[src/rtl/rrfsa_pkg.sv]
package rrfsa_pkg;

    localparam int MaskW       = 32;
    localparam int IdxW        = 5;
    localparam int CfgIdxW     = 3;
    localparam int DefNumSlots = 32;

    typedef logic [1:0]         t_action;
    typedef logic [IdxW-1:0]    t_idx;
    typedef logic [MaskW-1:0]   t_mask;
    typedef logic [CfgIdxW-1:0] t_cfg_idx;

    // request codes
    localparam t_action ACT_RESTART = 2'd0;
    localparam t_action ACT_FIXED   = 2'd1;
    localparam t_action ACT_FLOAT   = 2'd2;

    // configuration register indexes
    localparam t_cfg_idx REG_FIXED_FIRST   = 3'd0;
    localparam t_cfg_idx REG_FIXED_LAST    = 3'd1;
    localparam t_cfg_idx REG_FIXED_RESTART = 3'd2;
    localparam t_cfg_idx REG_FLOAT_FIRST   = 3'd3;
    localparam t_cfg_idx REG_FLOAT_LAST    = 3'd4;
    localparam t_cfg_idx REG_FLOAT_RESTART = 3'd5;

    // reset values
    localparam t_idx RST_FIXED_FIRST   = 5'd0;
    localparam t_idx RST_FIXED_LAST    = 5'd31;
    localparam t_idx RST_FIXED_RESTART = 5'd11;
    localparam t_idx RST_FLOAT_FIRST   = 5'd0;
    localparam t_idx RST_FLOAT_LAST    = 5'd31;
    localparam t_idx RST_FLOAT_RESTART = 5'd1;

    typedef struct packed {
        logic found;
        t_idx idx;
    } t_hit;

    // circular window a..b; wraps through the top of the vector when a > b
    function automatic t_mask range_mask(t_idx a, t_idx b);
        t_mask up_a;
        t_mask up_to_b;
        up_a    = {MaskW{1'b1}} << a;
        up_to_b = ~({{(MaskW-1){1'b1}}, 1'b0} << b);
        return (a <= b) ? (up_a & up_to_b) : (up_a | up_to_b);
    endfunction

    // lowest set bit
    function automatic t_hit lowest(t_mask v);
        t_hit h;
        h = '0;
        for (int i = MaskW - 1; i >= 0; i--) begin
            if (v[i]) begin
                h.found = 1'b1;
                h.idx   = IdxW'(i);
            end
        end
        return h;
    endfunction

    // first set bit of free & seg in circular order starting at start
    function automatic t_hit find_free(t_mask free, t_idx start, t_mask seg);
        t_mask upper;
        t_hit  h_hi;
        t_hit  h_lo;
        upper = {MaskW{1'b1}} << start;
        h_hi  = lowest(free & seg & upper);
        h_lo  = lowest(free & seg & ~upper);
        return h_hi.found ? h_hi : h_lo;
    endfunction

endpackage

[src/rtl/round_robin_free_slot_allocator.sv]
// Round-robin free slot allocator, two pools (fixed, float).
// A transaction is captured in the input stage registers, then its result is
// registered in the result stage; an output stall can hold it in either.
// Throughput: one transaction per cycle unless the output stalls; the search is a
// pair of rotated priority encoders over the 32-bit mask, the pointer is the only loop.
// Reset (i_rst_n low, synchronous): pipeline empty, config and pointers to defaults.
module round_robin_free_slot_allocator
    import rrfsa_pkg::*;
#(
    parameter int NUM_SLOTS = DefNumSlots
) (
    input  logic        i_clk,
    input  logic        i_rst_n,
    // request channel
    input  logic        i_in_valid,
    output logic        o_in_stall,
    input  logic [1:0]  i_action,
    input  logic [31:0] i_busy_mask,
    // result channel
    output logic        o_out_valid,
    input  logic        i_out_stall,
    output logic [4:0]  o_slot,
    output logic        o_granted,
    // configuration write port
    input  logic        i_cfg_we,
    input  logic [2:0]  i_cfg_index,
    input  logic [4:0]  i_cfg_data
);

    // slots at or above the limit never grant
    localparam int SlotLimit = (NUM_SLOTS < MaskW) ? NUM_SLOTS : MaskW;
    localparam logic [IdxW:0] LimitW = (IdxW+1)'(SlotLimit);
    localparam t_mask SlotOkMask = MaskW'((64'd1 << SlotLimit) - 64'd1);

    // configuration
    t_idx r_fixed_first, r_fixed_last, r_fixed_restart;
    t_idx r_float_first, r_float_last, r_float_restart;

    // pool pointers
    t_idx r_fixed_ptr, r_float_ptr;
    t_idx n_fixed_ptr, n_float_ptr;

    // input stage
    logic    r_in_valid;
    t_action r_action;
    t_mask   r_mask;

    // result stage
    logic r_out_valid;
    t_idx r_slot;
    logic r_granted;

    logic advance;   // input stage moves into the result stage
    logic fire;      // a transaction is processed this cycle

    assign advance    = !r_out_valid || !i_out_stall;
    assign fire       = r_in_valid && advance;
    assign o_in_stall = r_in_valid && !advance;

    always_ff @(posedge i_clk) begin
        if (!i_rst_n) begin
            r_fixed_first   <= RST_FIXED_FIRST;
            r_fixed_last    <= RST_FIXED_LAST;
            r_fixed_restart <= RST_FIXED_RESTART;
            r_float_first   <= RST_FLOAT_FIRST;
            r_float_last    <= RST_FLOAT_LAST;
            r_float_restart <= RST_FLOAT_RESTART;
        end else if (i_cfg_we) begin
            unique case (i_cfg_index)
                REG_FIXED_FIRST:   r_fixed_first   <= i_cfg_data;
                REG_FIXED_LAST:    r_fixed_last    <= i_cfg_data;
                REG_FIXED_RESTART: r_fixed_restart <= i_cfg_data;
                REG_FLOAT_FIRST:   r_float_first   <= i_cfg_data;
                REG_FLOAT_LAST:    r_float_last    <= i_cfg_data;
                REG_FLOAT_RESTART: r_float_restart <= i_cfg_data;
                default: ;
            endcase
        end
    end

    // -------------------------------------------------------------------
    // Search. The walk from pointer s runs s, s+1, ... (mod limit) until it
    // lands on last, then restarts at first and runs up to last again.
    // Phase 1 covers s..last; phase 2 covers first..last. When last is
    // beyond the limit it is never reached (unless s is last itself), so
    // the walk just circles the whole ring.
    // -------------------------------------------------------------------
    logic  is_fixed, is_alloc;
    t_idx  sel_first, sel_last, sel_ptr;
    t_mask free;
    logic  last_in, ptr_in, first_in, p2_en;
    t_idx  start1, start2;
    t_mask seg1, seg2;
    t_hit  hit1, hit2, hit;
    t_idx  nxt;
    logic  grant;

    always_comb begin
        is_fixed  = (r_action == ACT_FIXED);
        is_alloc  = (r_action == ACT_FIXED) || (r_action == ACT_FLOAT);
        sel_first = is_fixed ? r_fixed_first : r_float_first;
        sel_last  = is_fixed ? r_fixed_last  : r_float_last;
        sel_ptr   = is_fixed ? r_fixed_ptr   : r_float_ptr;

        free     = ~r_mask & SlotOkMask;
        last_in  = {1'b0, sel_last}  < LimitW;
        ptr_in   = {1'b0, sel_ptr}   < LimitW;
        first_in = {1'b0, sel_first} < LimitW;

        // an out-of-range position steps straight to 0
        start1 = ptr_in   ? sel_ptr   : '0;
        start2 = first_in ? sel_first : '0;

        if (last_in) begin
            seg1 = range_mask(start1, sel_last);
        end else if (sel_ptr == sel_last) begin
            seg1 = '0;
        end else begin
            seg1 = '1;
        end

        p2_en = last_in || (sel_ptr == sel_last);
        if (!p2_en) begin
            seg2 = '0;
        end else if (last_in) begin
            seg2 = range_mask(start2, sel_last);
        end else if (sel_first == sel_last) begin
            seg2 = '0;
        end else begin
            seg2 = '1;
        end

        hit1 = find_free(free, start1, seg1);
        hit2 = find_free(free, start2, seg2);
        hit  = hit1.found ? hit1 : hit2;

        // pointer moves one past the granted slot; past last it goes to first, past the limit to 0
        if (hit.idx == sel_last) begin
            nxt = sel_first;
        end else if (({1'b0, hit.idx} + (IdxW+1)'(1)) >= LimitW) begin
            nxt = '0;
        end else begin
            nxt = hit.idx + t_idx'(1);
        end

        grant = is_alloc && hit.found;

        n_fixed_ptr = r_fixed_ptr;
        n_float_ptr = r_float_ptr;
        case (r_action)
            ACT_RESTART: begin
                n_fixed_ptr = r_fixed_restart;
                n_float_ptr = r_float_restart;
            end
            ACT_FIXED: if (hit.found) n_fixed_ptr = nxt;
            ACT_FLOAT: if (hit.found) n_float_ptr = nxt;
            default: ;
        endcase
    end

    // control state
    always_ff @(posedge i_clk) begin
        if (!i_rst_n) begin
            r_in_valid  <= 1'b0;
            r_out_valid <= 1'b0;
            r_fixed_ptr <= RST_FIXED_RESTART;
            r_float_ptr <= RST_FLOAT_RESTART;
        end else begin
            if (!o_in_stall) begin
                r_in_valid <= i_in_valid;
            end
            if (advance) begin
                r_out_valid <= r_in_valid;
            end
            if (fire) begin
                r_fixed_ptr <= n_fixed_ptr;
                r_float_ptr <= n_float_ptr;
            end
        end
    end

    // payload
    always_ff @(posedge i_clk) begin
        if (i_in_valid && !o_in_stall) begin
            r_action <= i_action;
            r_mask   <= i_busy_mask;
        end
        if (fire) begin
            r_slot    <= grant ? hit.idx : '0;
            r_granted <= grant;
        end
    end

    assign o_out_valid = r_out_valid;
    assign o_slot      = r_slot;
    assign o_granted   = r_granted;

endmodule

[config.mk]
export PLATFORM = sky130hd
export DESIGN_NAME = round_robin_free_slot_allocator
export DESIGN_NICKNAME = d
export VERILOG_FILES = /design/src/rtl/rrfsa_pkg.sv /design/src/rtl/round_robin_free_slot_allocator.sv
export SDC_FILE = /design/constraint.sdc
export NUM_CORES = 1
export LEC_CHECK = 0
export BUFFER_PORTS_ARGS = -buffer_cell sky130_fd_sc_hd__buf_2
export CAP_MARGIN = 20
export CORE_ASPECT_RATIO = 2
export CORE_MARGIN = 10
export CORE_UTILIZATION = 34
export CTS_CLUSTER_SIZE = 24
export DETAILED_ROUTE_END_ITERATION = 8
export SLEW_MARGIN = 20
export SYNTH_ARGS = -nofsm -noshare
export SYNTH_HDL_FRONTEND = slang
export SYNTH_SLANG_ARGS = --single-unit
[constraint.sdc]
create_clock -name i_clk -period 12.21 [get_ports i_clk]
set_input_delay 0.6105 -clock i_clk [delete_from_list [all_inputs] [get_ports i_clk]]
set_output_delay 0.6105 -clock i_clk [all_outputs]
set_load 0.1 [all_outputs]
==> results.cfg <==
[placed_design]
portBuffers = 54
post-place-ws_ps = 4454
place_congestion = 1.032
dp_hpwl_um = 46230

[die]
start_util_pct = 34.37
row_count = 85
die-area_mm2 = 0.03460
core_mm2 = 0.02691
die_h_um = 253.2
num_io_pins = 55
die_w_um = 136.6

[pwr]
power_density_mw_per_mm2 = 90.67
comb_power_share_pct = 32.4
switching_share_pct = 39.37
switchingPower_mw = 0.3599
seq_power_share_pct = 36.3
p_int_mw = 0.5542
clockPowerShare_pct = 31.4
p_leak_nw = 3.729
vdd_ir_drop_max_uv = 98.83

[synth]
synthAdderAreaFrac_pct = 1.218
synth_edf_count = 40
synthXorXnorAreaFrac_pct = 1.502
netlist_area_mm2 = 0.009248
synthCells = 1187
synth_seq_cells = 82
synth-seq-area-share_pct = 22.08
synth_area_per_cell_um2 = 7.791
synth_top_family_by_area = compound AO/OA/AOI/OAI gates
netlist_top_cells_area = edfxtp_1 13%, dfxtp_1 9.1%, nand2_1 4.5%, mux2i_1 4.4%, nor2_1 3.9%
synth_top_cell_by_area = edfxtp_1
synth_nets = 1243
synth_mux_area_share_pct = 5.994
synthSimpleGateAreaFrac_pct = 31.40
yosysTopAreaCellShare_pct = 12.99
synth_ff_type = dfxtp_1
ys_types = 110
yosysWarnings = 0
synth_compound_area_share_pct = 32.46
synthArstFlopShare_pct = 0

[run]
cap_violations = 0

[worst_setup_path]
crit_start = r_action[1]
slowest_delay_ps = 810
crit_arrival_ps = 8100
cp_common_cell = o21ai_2
worst_path_max_delay_cell = o21ai_2
setup.worst_path.class = flop to flop
worstPathCellList = inv_1 > ha_4 > buf_4 > mux2_4 > inv_6 > ha_1 > nor4bb_1 > nor3_2 > o21ai_2 > o21ai_2 > a211oi_2 > nor4b_1 > and4_1 > nand2_1 > o32a_1 > a32oi_2 > xnor2_1 > nor4_4 > a311oi_1 > o311a_1
endpoint_kind = flop
ff2ff_path_depth = 20
worstReg2RegEnd = r_float_ptr[1]
reg2reg_slack_ps = 4370
worstPathMaxFanout = 75
worstSetupStartpointType = flop
crit-reg2reg-launch = r_action[1]
worst-endpoint-required_ps = 12470

[cells_and_area]
design.final.nets = 1257
drive_gt1_share_pct = 12.94
multi_input_area_mm2 = 0.006740
seqCellArea_mm2 = 0.002042
fill_cells = 2847
antenna_cells = 0
areaGrowthSynthToFinish_pct = 9.011

[timing]
fmax_mhz = 127.6
setup_viol = 0
setup_ws_ps = 4370
skew_ps = 6.013
tightest_slew_ps = 1137
slew_headroom_pct = 23.57
fin_crit_sh_pct = 64.21
setup_tns_ps = 0
rsz0062_at_grt = no
slew_viol_final = 0
period_needed_ps = 7840
holdWs_ps = 412.1
hold_violations = 0

[drt]
final_antenna_net_count = 0
vias = 10970
vias_per_cell = 7.060
route.detailed.drc = 0
drt-initial-drc-count = 1492
drt_first_pass_iters = 6
wl_um = 57270
wl_per_cell_um = 36.85

[min_path]
hold_class = input pin to flop
whs_path_depth = 1
whs_endpoint = r_mask[13]
min_from = i_busy_mask[13]

[cts]
cts.sinks = 82
cts_max_level = 3
cts_setup_buffers = 0
cts_tree = built
postCtsResizedCells = 0
hold_buffers = 0
clk_path_buf_depth = 2
path_clk_slew_ps = 70
cts_made_buffers = 9
cts_root_buffer = clkbuf_16
clock_latency_ps = 370

[run_status]
status = completed

[global_route]
grtUsageTotal_pct = 32.63
overflow = 0
antenna_found_initial = 3
grt_pass1_vias = 10720
grt_max_degree = 76
grt_pass1_wl_um = 79360
## logic make-up (layout without fill, tap and decap cells)
| group | after synthesis | count (layout) |
|---|---|---|
| AO/OA/AOI/OAI | 406 | 406 |
| buffers and inverters | 105 | 124 |
| adder cells (fa/ha/maj) | 9 | 9 |
| AND/OR/NAND/NOR | 518 | 518 |
| flip-flops | 82 | 82 |
| multiplexers | 52 | 52 |
| XOR/XNOR | 15 | 15 |
## power groups by stage
stage / combinational (mW) / clock (mW) / sequential [mW]
5_1_grt: 0.309 / 0.301 / 0.330
3_5_place_dp: 0.281 / 0 / 0.335
2_1_floorplan: 0.178 / 0 / 0.326
4_1_cts: 0.283 / 0.292 / 0.329
6_report: 0.296 / 0.287 / 0.331
3_3_place_gp: 0.282 / 0 / 0.335
## stage by stage
stage / total power [mW] / std cells / cell area (um2) / util (%)
2_1_floorplan: 0.5040 / 1187 / 9248 / -
3_3_place_gp: 0.6179 / 1534 / 9733 / 36.17
3_5_place_dp: 0.6167 / 1534 / 9733 / 36.17
4_1_cts: 0.9040 / 1550 / 10030 / 37.29
5_1_grt: 0.9398 / 1554 / 10080 / 37.47
6_report: 0.9140 / 1554 / 10080 / 37.47
## metal layers
| layer | vias up | wire [um] | part of all wire (%) | global-route usage (%) |
|---|---|---|---|---|
| met5 | - | 28 | 0.049 | 0 |
| met4 | 4 | 6675 | 12 | 31.61 |
| met3 | 289 | 4168 | 7.3 | 7.463 |
| met2 | 698 | 28820 | 50 | 57.04 |
| met1 | 5287 | 17570 | 31 | 29.69 |
| li1 | 4694 | - | - | - |
## registers in the layout, indices dropped and copies added, names as in the netlist, 5 cells and up
| signal | flops |
|---|---|
| o_slot | 5 |
| r_mask | 32 |
| r_float_first | 5 |
| r_fixed_restart | 5 |
| r_fixed_last | 5 |
| r_fixed_first | 5 |
| r_float_last | 5 |
| r_float_restart | 5 |
| r_fixed_ptr | 5 |
| r_float_ptr | 5 |
## cells in the mapped netlist, types with 12 or more instances
library cell	count
a21oi_1	57
a22oi_1	14
edfxtp_1	40
nor4_1	16
nor2_1	97
o211ai_1	41
nand3b_1	13
clkbuf_1	40
o21ai_0	50
mux2i_1	41
a21o_1	15
a31oi_1	23
nand2_1	110
o21a_1	13
o31ai_1	18
and4_1	13
nor3_1	43
a211oi_1	23
buf_2	12
nand4b_1	14
inv_1	33
dfxtp_1	42
nand4_1	29
nand2b_1	21
o22ai_1	15
nand3_1	31
and2_1	17
nor2b_1	35
## cell usage in the layout, fill, tap and decap left out, drive strengths merged, types with 11 or more instances in the layout
| cell | Yosys | final |
|---|---|---|
| a21o | 15 | 15 |
| and2 | 18 | 18 |
| nor4 | 19 | 19 |
| o21a | 13 | 13 |
| nand3 | 32 | 32 |
| a211o | 11 | 11 |
| clkbuf | 41 | 11 |
| a21oi | 58 | 58 |
| nand4 | 30 | 30 |
| o22ai | 15 | 15 |
| nand2b | 21 | 21 |
| inv | 35 | 38 |
| nor3b | 12 | 12 |
| a22oi | 14 | 14 |
| nor3 | 48 | 48 |
| nor2 | 99 | 99 |
| o31ai | 18 | 18 |
| mux2i | 43 | 43 |
| nand4b | 14 | 14 |
| o211ai | 43 | 43 |
| a31oi | 23 | 23 |
| o21ai | 60 | 60 |
| buf | 28 | 70 |
| and4 | 13 | 13 |
| edfxtp | 40 | 40 |
| dfxtp | 42 | 42 |
| nand3b | 14 | 14 |
| a211oi | 25 | 25 |
| nand2 | 110 | 110 |
| nor2b | 35 | 35 |
## worst max-delay path by stage
| stage | to | slack (ps) |
|---|---|---|
| global placement | r_float_ptr[1] | 4640 |
| detailed placement | r_float_ptr[1] | 4450 |
| global route | r_float_ptr[1] | 3910 |
| floorplan | r_float_ptr[1] | 6450 |
| finish | r_float_ptr[1] | 4370 |
| CTS | r_float_ptr[1] | 4450 |
## area by class of cell
type	count	area share, %
Clock inverter	7	0.7447
Timing Repair Buffer	72	4.195
Multi-Input combinational cell	1000	66.86
Tap cell	348	4.319
Sequential cell	82	20.26
Inverter	36	1.390
Clock buffer	9	2.234
## worst max-delay path: cells and delay by family (launching register included)
family	cells	cell delay [ps]
AOI/OAI and AO/OA	7	2740
and+or+nand+nor	6	2170
buffers and inverters	3	930
adders and majority gates	2	820
muxes	1	420
DFF	1	390
xor gates and xnor gates	1	200
No activity file was read; power rests on OpenSTA's default activity.
